$ cat config.mk
export PLATFORM = sky130hd
export DESIGN_NAME = key_debounce_hold_repeat_unit
export DESIGN_NICKNAME = d
export VERILOG_FILES = /design/src/rtl/kdhr_pkg.sv /design/src/rtl/key_debounce_hold_repeat_unit.sv /design/src/rtl/kdhr_encoder.sv /design/src/rtl/kdhr_cfg_regs.sv /design/src/rtl/kdhr_core.sv
export SDC_FILE = /design/constraint.sdc
export NUM_CORES = 1
export LEC_CHECK = 0
export BUFFER_PORTS_ARGS = -buffer_cell sky130_fd_sc_hd__clkbuf_2
export CAP_MARGIN = 20
export CORE_MARGIN = 2
export CORE_UTILIZATION = 31
export DETAILED_ROUTE_END_ITERATION = 7
export SLEW_MARGIN = 15
export SYNTH_ARGS = -nofsm -noshare
export SYNTH_HDL_FRONTEND = slang
export SYNTH_HIERARCHICAL = 1
export SYNTH_SLANG_ARGS = --single-unit
export TNS_END_PERCENT = 30
$ cat constraint.sdc
create_clock -name clk -period 5 [get_ports clk]
set_input_delay 1 -clock clk [delete_from_list [all_inputs] [get_ports clk]]
set_output_delay 1 -clock clk [all_outputs]
set_load 0.01 [all_outputs]
$ cat src/rtl/kdhr_pkg.sv
// ----------------------------------------------------------------------------
// kdhr_pkg
// shared types and constants for the key debounce, hold and repeat unit
// ----------------------------------------------------------------------------
package kdhr_pkg;

    localparam int NUM_KEYS_DEF = 5;
    localparam int KEY_W        = 3;
    localparam int KIND_W       = 2;
    localparam int DLY_W        = 16;
    localparam int FLAGS_W      = 5;
    localparam int CFG_IDX_W    = 2;

    // mode flag bit positions
    localparam int FLAG_ENSURE = 0;
    localparam int FLAG_PRESS  = 1;
    localparam int FLAG_HOLD   = 2;
    localparam int FLAG_REPEAT = 3;
    localparam int FLAG_BLOCK  = 4;

    // event kinds
    localparam logic [KIND_W-1:0] EV_PRESS   = 2'd0;
    localparam logic [KIND_W-1:0] EV_RELEASE = 2'd1;
    localparam logic [KIND_W-1:0] EV_HOLD    = 2'd2;
    localparam logic [KIND_W-1:0] EV_REPEAT  = 2'd3;

    // configuration register indexes
    localparam logic [CFG_IDX_W-1:0] REG_SCAN_STEP    = 2'd0;
    localparam logic [CFG_IDX_W-1:0] REG_ENSURE_DELAY = 2'd1;
    localparam logic [CFG_IDX_W-1:0] REG_HOLD_DELAY   = 2'd2;
    localparam logic [CFG_IDX_W-1:0] REG_REPEAT_DELAY = 2'd3;

    // configuration reset values
    localparam logic [DLY_W-1:0] SCAN_STEP_RST    = 16'd10;
    localparam logic [DLY_W-1:0] ENSURE_DELAY_RST = 16'd20;
    localparam logic [DLY_W-1:0] HOLD_DELAY_RST   = 16'd1000;
    localparam logic [DLY_W-1:0] REPEAT_DELAY_RST = 16'd200;

    localparam logic [KEY_W-1:0] KEY_NONE = '0;

    typedef struct packed {
        logic [DLY_W-1:0] scan_step;
        logic [DLY_W-1:0] ensure_delay;
        logic [DLY_W-1:0] hold_delay;
        logic [DLY_W-1:0] repeat_delay;
    } kdhr_cfg_t;

    typedef struct packed {
        logic              valid;
        logic [KIND_W-1:0] kind;
        logic [KEY_W-1:0]  key;
    } kdhr_event_t;

endpackage

$ cat src/rtl/key_debounce_hold_repeat_unit.sv
// path: an accepted input word is held in the input register stage, and its result word is
//   registered in the result register stage once that stage is free or being drained
// throughput: one word per clock while not stalled by out_ready, one state update per tick
// reset: rst_n clears all key state and restores the register defaults
//   (scan step 10, ensure 20, hold 1000, repeat 200)
// ----------------------------------------------------------------------------
// key_debounce_hold_repeat_unit
// debounced single-key scanner with press, hold, repeat and release events
// ----------------------------------------------------------------------------
module key_debounce_hold_repeat_unit #(
    parameter int NUM_KEYS = kdhr_pkg::NUM_KEYS_DEF
) (
    input  logic                            clk,
    input  logic                            rst_n,
    // scan tick channel
    input  logic                            in_valid,
    output logic                            in_ready,
    input  logic [NUM_KEYS-1:0]             pins_n,
    input  logic                            block_request,
    // event channel, one word per tick
    output logic                            out_valid,
    input  logic                            out_ready,
    output logic                            event_valid,
    output logic [kdhr_pkg::KIND_W-1:0]     event_kind,
    output logic [kdhr_pkg::KEY_W-1:0]      event_key,
    // configuration write channel
    input  logic                            cfg_valid,
    output logic                            cfg_ready,
    input  logic [kdhr_pkg::CFG_IDX_W-1:0]  cfg_index,
    input  logic [kdhr_pkg::DLY_W-1:0]      cfg_data
);
    import kdhr_pkg::*;

    // input register stage
    logic                in_valid_reg;
    logic [NUM_KEYS-1:0] pins_reg;
    logic                block_reg;

    // result register stage
    logic                out_valid_reg;
    kdhr_event_t         ev_reg;

    logic                advance;
    logic [KEY_W-1:0]    key;
    kdhr_event_t         ev;
    kdhr_cfg_t           cfg;

    // the held tick moves on whenever the result register is free or being drained
    assign advance   = in_valid_reg && (!out_valid_reg || out_ready);
    assign in_ready  = !in_valid_reg || advance;
    assign cfg_ready = 1'b1;

    kdhr_cfg_regs u_cfg (
        .clk      (clk),
        .rst_n    (rst_n),
        .wr_en    (cfg_valid),
        .wr_index (cfg_index),
        .wr_data  (cfg_data),
        .cfg      (cfg)
    );

    kdhr_encoder #(
        .NUM_KEYS (NUM_KEYS)
    ) u_enc (
        .pins_n (pins_reg),
        .key    (key)
    );

    kdhr_core u_core (
        .clk       (clk),
        .rst_n     (rst_n),
        .tick      (advance),
        .key       (key),
        .block_req (block_reg),
        .cfg       (cfg),
        .ev        (ev)
    );

    // capture a new tick whenever the stage is empty or emptying
    always_ff @(posedge clk or negedge rst_n)
    begin
        if (!rst_n)
        begin
            in_valid_reg <= 1'b0;
        end
        else if (in_ready)
        begin
            in_valid_reg <= in_valid;
        end
    end

    // payload needs no reset
    always_ff @(posedge clk)
    begin
        if (in_valid && in_ready)
        begin
            pins_reg  <= pins_n;
            block_reg <= block_request;
        end
    end

    always_ff @(posedge clk or negedge rst_n)
    begin
        if (!rst_n)
        begin
            out_valid_reg <= 1'b0;
        end
        else if (advance)
        begin
            out_valid_reg <= 1'b1;
        end
        else if (out_ready)
        begin
            out_valid_reg <= 1'b0;
        end
    end

    always_ff @(posedge clk)
    begin
        if (advance)
        begin
            ev_reg <= ev;
        end
    end

    assign out_valid   = out_valid_reg;
    assign event_valid = ev_reg.valid;
    assign event_kind  = ev_reg.kind;
    assign event_key   = ev_reg.key;

`ifndef SYNTH
    // a suppressed or empty tick reports all-zero fields
    a_quiet_zero: assert property (@(posedge clk) disable iff (!rst_n)
        (out_valid && !event_valid) |-> (event_kind == EV_PRESS && event_key == KEY_NONE))
        else $error("non-event word carries data");

    a_event_has_key: assert property (@(posedge clk) disable iff (!rst_n)
        (out_valid && event_valid) |-> (event_key != KEY_NONE))
        else $error("event without a key");

    // a stalled result must not be overwritten
    a_no_overwrite: assert property (@(posedge clk) disable iff (!rst_n)
        (out_valid && !out_ready) |-> !advance)
        else $error("result register overwritten while stalled");
`endif

endmodule

$ cat src/rtl/kdhr_encoder.sv
// ----------------------------------------------------------------------------
// kdhr_encoder
// priority encoder from active-low key pins to a key code, lowest pin wins
// ----------------------------------------------------------------------------
module kdhr_encoder #(
    parameter int NUM_KEYS = kdhr_pkg::NUM_KEYS_DEF
) (
    input  logic [NUM_KEYS-1:0]         pins_n,
    output logic [kdhr_pkg::KEY_W-1:0]  key
);
    import kdhr_pkg::*;

    logic found;

    always_comb
    begin
        found = 1'b0;
        key   = KEY_NONE;
        for (int i = 0; i < NUM_KEYS; i++)
        begin
            if (!found && !pins_n[i])
            begin
                found = 1'b1;
                key   = KEY_W'(i + 1);
            end
        end
    end

endmodule

$ cat src/rtl/kdhr_cfg_regs.sv
// ----------------------------------------------------------------------------
// kdhr_cfg_regs
// configuration register file, written one word per handshake
// ----------------------------------------------------------------------------
module kdhr_cfg_regs (
    input  logic                            clk,
    input  logic                            rst_n,
    input  logic                            wr_en,
    input  logic [kdhr_pkg::CFG_IDX_W-1:0]  wr_index,
    input  logic [kdhr_pkg::DLY_W-1:0]      wr_data,
    output kdhr_pkg::kdhr_cfg_t             cfg
);
    import kdhr_pkg::*;

    kdhr_cfg_t cfg_reg;
    kdhr_cfg_t cfg_next;

    always_comb
    begin
        cfg_next = cfg_reg;
        if (wr_en)
        begin
            case (wr_index)
                REG_SCAN_STEP:    cfg_next.scan_step    = wr_data;
                REG_ENSURE_DELAY: cfg_next.ensure_delay = wr_data;
                REG_HOLD_DELAY:   cfg_next.hold_delay   = wr_data;
                REG_REPEAT_DELAY: cfg_next.repeat_delay = wr_data;
                default:          cfg_next = cfg_reg;
            endcase
        end
    end

    always_ff @(posedge clk or negedge rst_n)
    begin
        if (!rst_n)
        begin
            cfg_reg.scan_step    <= SCAN_STEP_RST;
            cfg_reg.ensure_delay <= ENSURE_DELAY_RST;
            cfg_reg.hold_delay   <= HOLD_DELAY_RST;
            cfg_reg.repeat_delay <= REPEAT_DELAY_RST;
        end
        else
        begin
            cfg_reg <= cfg_next;
        end
    end

    assign cfg = cfg_reg;

endmodule

$ cat src/rtl/kdhr_core.sv
// ----------------------------------------------------------------------------
// kdhr_core
// debounce, hold and repeat state with per-tick event decision
// ----------------------------------------------------------------------------
module kdhr_core (
    input  logic                        clk,
    input  logic                        rst_n,
    input  logic                        tick,
    input  logic [kdhr_pkg::KEY_W-1:0]  key,
    input  logic                        block_req,
    input  kdhr_pkg::kdhr_cfg_t         cfg,
    output kdhr_pkg::kdhr_event_t       ev
);
    import kdhr_pkg::*;

    logic [FLAGS_W-1:0] flags_reg, flags_next, flags_cur;
    logic [KEY_W-1:0]   held_reg, held_next;
    logic [KEY_W-1:0]   cand_reg, cand_next;
    logic [DLY_W-1:0]   count_reg, count_next;
    logic               step_ok;
    logic [DLY_W-1:0]   count_dec;
    logic               emit_ok;

    assign step_ok   = (count_reg >= cfg.scan_step);
    assign count_dec = count_reg - cfg.scan_step;

    always_comb
    begin
        // block request only latches while something is in progress
        flags_cur = flags_reg;
        if (block_req && (flags_reg != '0))
        begin
            flags_cur[FLAG_BLOCK] = 1'b1;
        end
        emit_ok    = !flags_cur[FLAG_BLOCK];
        flags_next = flags_cur;
        held_next  = held_reg;
        cand_next  = cand_reg;
        count_next = count_reg;
        ev         = '0;

        if (flags_cur[FLAG_ENSURE])
        begin
            if (step_ok)
            begin
                count_next = count_dec;
            end
            else
            begin
                flags_next[FLAG_ENSURE] = 1'b0;
                if (key == cand_reg)
                begin
                    held_next              = cand_reg;
                    flags_next[FLAG_PRESS] = 1'b1;
                    count_next             = cfg.hold_delay;
                    if (emit_ok)
                    begin
                        ev = '{valid: 1'b1, kind: EV_PRESS, key: cand_reg};
                    end
                end
            end
        end
        else if (flags_cur[FLAG_PRESS])
        begin
            if (key == KEY_NONE)
            begin
                if (emit_ok)
                begin
                    ev = '{valid: 1'b1, kind: EV_RELEASE, key: held_reg};
                end
                held_next  = KEY_NONE;
                flags_next = '0;
                count_next = '0;
            end
            else if (step_ok)
            begin
                count_next = count_dec;
            end
            else if (!flags_cur[FLAG_HOLD])
            begin
                flags_next[FLAG_HOLD] = 1'b1;
                count_next            = cfg.repeat_delay;
                if (emit_ok)
                begin
                    ev = '{valid: 1'b1, kind: EV_HOLD, key: held_reg};
                end
            end
            else
            begin
                flags_next[FLAG_REPEAT] = 1'b1;
                count_next              = cfg.repeat_delay;
                if (emit_ok)
                begin
                    ev = '{valid: 1'b1, kind: EV_REPEAT, key: held_reg};
                end
            end
        end
        else if (key != KEY_NONE)
        begin
            cand_next               = key;
            flags_next[FLAG_ENSURE] = 1'b1;
            count_next              = cfg.ensure_delay;
        end
    end

    always_ff @(posedge clk or negedge rst_n)
    begin
        if (!rst_n)
        begin
            flags_reg <= '0;
            held_reg  <= KEY_NONE;
            cand_reg  <= KEY_NONE;
            count_reg <= '0;
        end
        else if (tick)
        begin
            flags_reg <= flags_next;
            held_reg  <= held_next;
            cand_reg  <= cand_next;
            count_reg <= count_next;
        end
    end

`ifndef SYNTH
    // a confirmed key exists exactly while pressed
    a_held_press: assert property (@(posedge clk) disable iff (!rst_n)
        flags_reg[FLAG_PRESS] == (held_reg != KEY_NONE))
        else $error("held key and press flag disagree");

    a_ensure_press: assert property (@(posedge clk) disable iff (!rst_n)
        !(flags_reg[FLAG_ENSURE] && flags_reg[FLAG_PRESS]))
        else $error("ensure and press flags both set");

    a_hold_needs_press: assert property (@(posedge clk) disable iff (!rst_n)
        flags_reg[FLAG_HOLD] |-> flags_reg[FLAG_PRESS])
        else $error("hold flag without press");

    a_state_frozen: assert property (@(posedge clk) disable iff (!rst_n)
        !tick |=> $stable(flags_reg) && $stable(count_reg))
        else $error("state moved without a tick");
`endif

endmodule
==> results of run 1 <==
==> tightest hold or removal path: stages (launching register included) <==
cell     delay (ns)
dfrtp_1        0.35
nand2_1        0.05
nand3_1        0.06
==> layout by cell type, fill, tap and decap left out, types with 6 or more instances in the layout <==
master / n
nand2b_1: 7
mux2_2: 67
nand2_1: 27
and3_1: 6
nor3_1: 11
xor2_1: 7
clkbuf_16: 10
inv_1: 21
a21oi_1: 26
nor2_1: 28
ha_1: 16
edfxtp_1: 12
clkbuf_2: 35
a221oi_1: 11
dfstp_2: 13
nand3_1: 6
o21ai_0: 16
o21a_1: 6
dfrtp_1: 80
a22oi_1: 12
==> power by group through the flow <==
stage | Clock, mW | Sequential, mW | Combinational (mW)
final | 0.731 | 1.26 | 1.61
after global placement | 0 | 1.26 | 1.54
after CTS | 0.752 | 1.26 | 1.60
after floorplan | 0 | 1.20 | 1.26
after global routing | 0.789 | 1.29 | 1.79
after detailed placement | 0 | 1.27 | 1.59
==> per-stage QoR <==
step	power [mW]	worst slack, ns	cells
final	3.60	1.71	743
after global routing	3.86	1.54	743
after CTS	3.61	1.76	743
after detailed placement	2.86	1.80	727
after global placement	2.80	1.92	727
after floorplan	2.46	2.33	482
==> how the worst max path moves through the flow <==
stage	from	endpoint	cells past startpoint
after global placement	u_cfg/cfg[48]	u_core/count_reg[15]	9
after global routing	u_cfg/cfg[48]	u_core/count_reg[13]	9
after CTS	u_cfg/cfg[48]	u_core/count_reg[15]	9
after detailed placement	u_cfg/cfg[48]	u_core/count_reg[15]	9
after floorplan	u_cfg/cfg[48]	event_valid	10
final	u_cfg/cfg[48]	u_core/count_reg[15]	9
==> metal layers <==
layer / global-route usage [%] / vias to the layer above
met5: 0 / -
met4: 4.98 / 0
met3: 2.35 / 14
met2: 25.3 / 46
met1: 18.0 / 1924
li1: - / 1845
==> logic make-up after synthesis <==
| group | count (synthesis) | synth area share, % |
|---|---|---|
| compound gates | 119 | 15.9 |
| simple gates | 119 | 12.0 |
| flops | 105 | 48.9 |
| mux | 68 | 13.8 |
| buf+inv | 42 | 3.69 |
| fa+ha+maj | 17 | 3.98 |
| xor+xnor | 11 | 1.74 |
| other cells | 1 | 0.0678 |
==> final cells by class <==
cell class / count / area [um2] / area share, %
timing repair buffer: 40 / 213 / 3.42
multi-input combinational: 335 / 2630 / 42.2
clock inverter: 5 / 60.1 / 0.966
clock buffer: 11 / 254 / 4.08
tap: 225 / 282 / 4.53
inverter: 22 / 82.6 / 1.33
sequential: 105 / 2700 / 43.5
==> out/qor.yml, run 1 <==
p_seq_share_pct: 34.9
first_iter_violations: 187
place_congestion: 0.797
fillers: 1710
synth_top_area_cell: "dfrtp_1"
syn_nets: 528
final_max_slew_viol_count: 0
antenna_found_initial: 0
grt_usage_pct: 14.4
worstReg2RegEnd: "u_core/count_reg[15]"
finalWirelength_um: 12600
firstDrtPassIters: 4
path_clk_slew_ns: 0.07
grt_overflow: 0
routedWlPerCell_um: 17.0
rsz0062_at_grt: "false"
stdcell_area_um2: 6220
path_delay_family: "compound AO/OA/AOI/OAI gates"
worst_clock_skew_ns: 0.0103
port-buffer-count: 36
fp.dieW_um: 138
h-tree-depth: 3
largest_register_ffs: 64
drive_gt1_share_pct: 31.7
power_frac_comb_pct: 44.8
fin_util_pct: 35.8
syn_inst: 482
post-route-period-util_pct: 65.9
switchingPower_mw: 1.41
numCtsBuffers: 9
core_area_um2: 17400
synthFlopType: "dfrtp_1"
start_util_pct: 31.9
outcome: "completed"
min_from: "u_core/count_reg[12]"
rows: 48
async_flop_share_pct: 88.6
io_pins: 38
clock_path_buffers: 2
synth_most_common_cell: "dfrtp_1"
hold_end: "u_core/count_reg[12]"
hold_path_depth: 2
cts_resized: 0
crit_path_end_kind: "flip-flop"
drv_cap: 0
met2_length_um: 6390
top_layer_used: "met4"
crit_chain: "ha_1 -> fa_1 -> nand2b_1 -> a21oi_1 -> o21a_1 -> o21ai_1 -> a21oi_2 -> o2111ai_1 -> a41oi_2"
setup_viol: 0
diodes: 0
crit_required_ns: 5.27
crit_path_top_delay_cell: "a21oi_2"
slew_headroom_pct: 28.4
max_freq_ghz: 0.304
ff2ff_setup_slack_ns: 1.71
finalHoldWorstSlack_ns: 0.494
crit_fanout: 12
syn_avg_cell_area_um2: 11.5
cts_sinks: 105
drt-met1-wl_um: 5700
clock_latency_ns: 0.35
ys_seq_area_share_pct: 48.9
synth_area_leaders: "dfrtp_1 (36%), mux2_2 (14%), edfxtp_1 (6.5%)"
synth_commonest_cells: "dfrtp_1 (80), mux2_2 (67), nor2_1 (28)"
dp_hpwl_um: 8840
cp-start-kind: "flip-flop"
synth_edf_count: 12
finalHoldViolCount: 0
tightest_slew_ns: 1.07
num_vias: 3829
irDropWorstVdd_v: 0.000267
rr_worst_depth: 9
worstPathArrival_ns: 3.56
yosysWarnings: 6
grt_max_degree: 58
die-height_um: 138
worstReg2RegStart: "u_cfg/cfg[48]"
power_density_nw_per_um2: 579
cp.buffers_inverters: 0
ys_ff_latch: 105
grt_pass1_wl_um: 21300
wl_met3_um: 325
p_int_mw: 2.19
synth_cell_type_count: 76
switching_share_pct: 39.1
yosys.area.top_type_share_pct: 36.2
via_per_inst: 5.15
fin_tns_setup_ns: 0
cts_tree: "built"
min_path_type: "flip-flop to flip-flop"
die-area_um2: 18900
holdBufCountCts: 0
antenna_left: 0
critPathMaxStageDelay_ns: 0.67
synthToLayoutAreaGrowth_pct: 12.4
grt_pass1_vias: 4154
p_leak_nw: 2.61
critPathKind: "flip-flop to flip-flop"
cts_setup_buffers: 0
power.share.clock_pct: 20.3
cts_root_buffer: "clkbuf_16"
place_area_um2: 5910
finalNetCount: 559
drc_errors: 0
finalCriticalPeriod_ns: 3.29
syn_area_um2: 5530
(Power assumes the default switching activity.)
==> inputs of run 2 (changes only) <==
==> constraint.sdc (replaced) <==
create_clock -name clk -period 2.8 [get_ports clk]
set_input_delay 0.56 -clock clk [delete_from_list [all_inputs] [get_ports clk]]
set_output_delay 0.56 -clock clk [all_outputs]
set_load 0.01 [all_outputs]
==> out/qor.yml, run 2 (synthesized netlist as in run 1, its figures left out) <==
post-place-ws_ns: 0.0290
start_util_pct: 31.9
fin_tns_setup_ns: 0
crit_path_top_delay_cell: "fa_1"
regArea_um2: 2700
tightest_slew_ns: 0.644
numCtsBuffers: 9
fin_util_pct: 36.7
antenna_left: 0
final_common_cell: "dfrtp_1"
io_pins: 38
slew_headroom_pct: 56.0
crit_fanout: 8
final_max_slew_viol_count: 0
grt_overflow: 0
fp.dieW_um: 138
crit_required_ns: 3.02
cts_root_buffer: "clkbuf_16"
clock_path_buffers: 2
crit_chain: "ha_1 -> fa_1 -> nand2b_1 -> a21oi_2 -> o21a_1 -> o21a_2 -> buf_4 -> nor3_1 -> buf_4 -> a221oi_1 -> a21oi_1"
crit_path_end_kind: "flip-flop"
grt_pass1_wl_um: 21100
die-area_um2: 18900
path_clk_slew_ns: 0.06
port-buffer-count: 36
worstPathArrival_ns: 2.87
crit_path_end: "u_core/count_reg[7]"
fillers: 1670
drc_errors: 0
ff2ff_setup_slack_ns: 0.15
die-height_um: 138
holdBufCountCts: 0
min_path_type: "primary input to asynchronous set/reset pin"
irDropWorstVdd_v: 0.000402
dp_hpwl_um: 9270
final_cell_mix: "dfrtp_1 (80), mux2_2 (67), clkbuf_2 (35)"
finalWirelength_um: 13000
fin_ws_ns: 0.151
grt_pass1_vias: 4190
outcome: "completed"
startpoint: "u_cfg/cfg[48]"
via_per_inst: 5.24
drive_gt1_share_pct: 34.6
routedWlPerCell_um: 17.1
critPathKind: "flip-flop to flip-flop"
first_iter_violations: 197
setup_viol: 0
cpMostUsedCell: "buf_4"
finalCriticalPeriod_ns: 2.65
rows: 48
critPathMaxStageDelay_ns: 0.41
p_leak_nw: 2.71
finalNetCount: 579
diodes: 0
grt_max_degree: 53
synthToLayoutAreaGrowth_pct: 15.1
place_congestion: 0.854
antenna_found_initial: 0
multiInputGateArea_um2: 2640
rr_worst_depth: 11
max_freq_ghz: 0.378
num_vias: 3992
post-route-period-util_pct: 94.6
cts_tree: "built"
cp-start-kind: "flip-flop"
power_density_nw_per_um2: 1030
largest_register_ffs: 64
worstReg2RegEnd: "u_core/count_reg[7]"
rsz0062_at_grt: "false"
worst_clock_skew_ns: 0.0118
core_area_um2: 17400
finalHoldViolCount: 0
h-tree-depth: 3
clock_latency_ns: 0.35
cts_sinks: 105
grt_usage_pct: 14.6
firstDrtPassIters: 4
drv_cap: 0
worstReg2RegStart: "u_cfg/cfg[48]"
cts_setup_buffers: 0
## run 2: how the worst min path moves through the flow
| stage | slack [ns] | startpoint | to |
|---|---|---|---|
| finish | 0.25 | rst_n | in_valid_reg |
| global route | 0.29 | rst_n | in_valid_reg |
| CTS | 0.27 | rst_n | u_cfg/cfg[14] |
| detailed placement | 0.48 | u_core/count_reg[10] | u_core/count_reg[10] |
| global placement | 0.47 | u_core/count_reg[6] | u_core/count_reg[6] |
| floorplan | 0.26 | rst_n | in_valid_reg |
## run 2: critical path, delay by kind of cell, from the launching register on
kind	cells	cell delay, ns
flip-flops	1	0.39
AO/OA/AOI/OAI	5	0.90
adder cells (fa/ha/maj)	2	0.64
buffers and inverters	2	0.35
AND/OR/NAND/NOR	2	0.24
## run 2: area by class of cell
class | count | share of cell area (%)
Timing Repair Buffer | 60 | 6.09
Clock buffer | 12 | 4.03
Clock inverter | 3 | 0.275
Multi-Input combinational cell | 335 | 41.4
Tap cell | 225 | 4.42
Inverter | 22 | 1.30
Sequential cell | 105 | 42.5
## run 2: repair_timing
action	4_1_cts	5_1_grt
endpoints found under the setup margin	0	19
hold endpoints to repair	0	0
gates resized for setup	0	3
## run 2: where the power goes
part / total, mW / switching, mW / leakage (nW) / internal, mW
Clock: 1.16 / 0.519 / 0.134 / 0.643
Combinational: 3.19 / 1.80 / 1.38 / 1.39
Sequential: 2.19 / 0.239 / 1.20 / 1.95
## run 2: per-stage QoR
step	cell area (um2)	hold slack (ns)	power, mW	std cells
global route	6370	0.295	7.00	762
detailed placement	6080	0.483	5.35	747
CTS	6350	0.270	6.55	762
finish	6370	0.246	6.54	762
global placement	6080	0.472	5.25	747
floorplan	5530	0.264	4.39	482
## run 2: routing by layer
metal | up-vias | part of all wire [%] | wire length (um) | GRT usage, %
met2 | 65 | 50 | 6510 | 25.0
met5 | - | 0 | 0 | 0
met1 | 2036 | 45 | 5850 | 18.1
met4 | 0 | 1.9 | 250 | 5.56
li1 | 1874 | - | - | -
met3 | 17 | 3.2 | 411 | 2.87
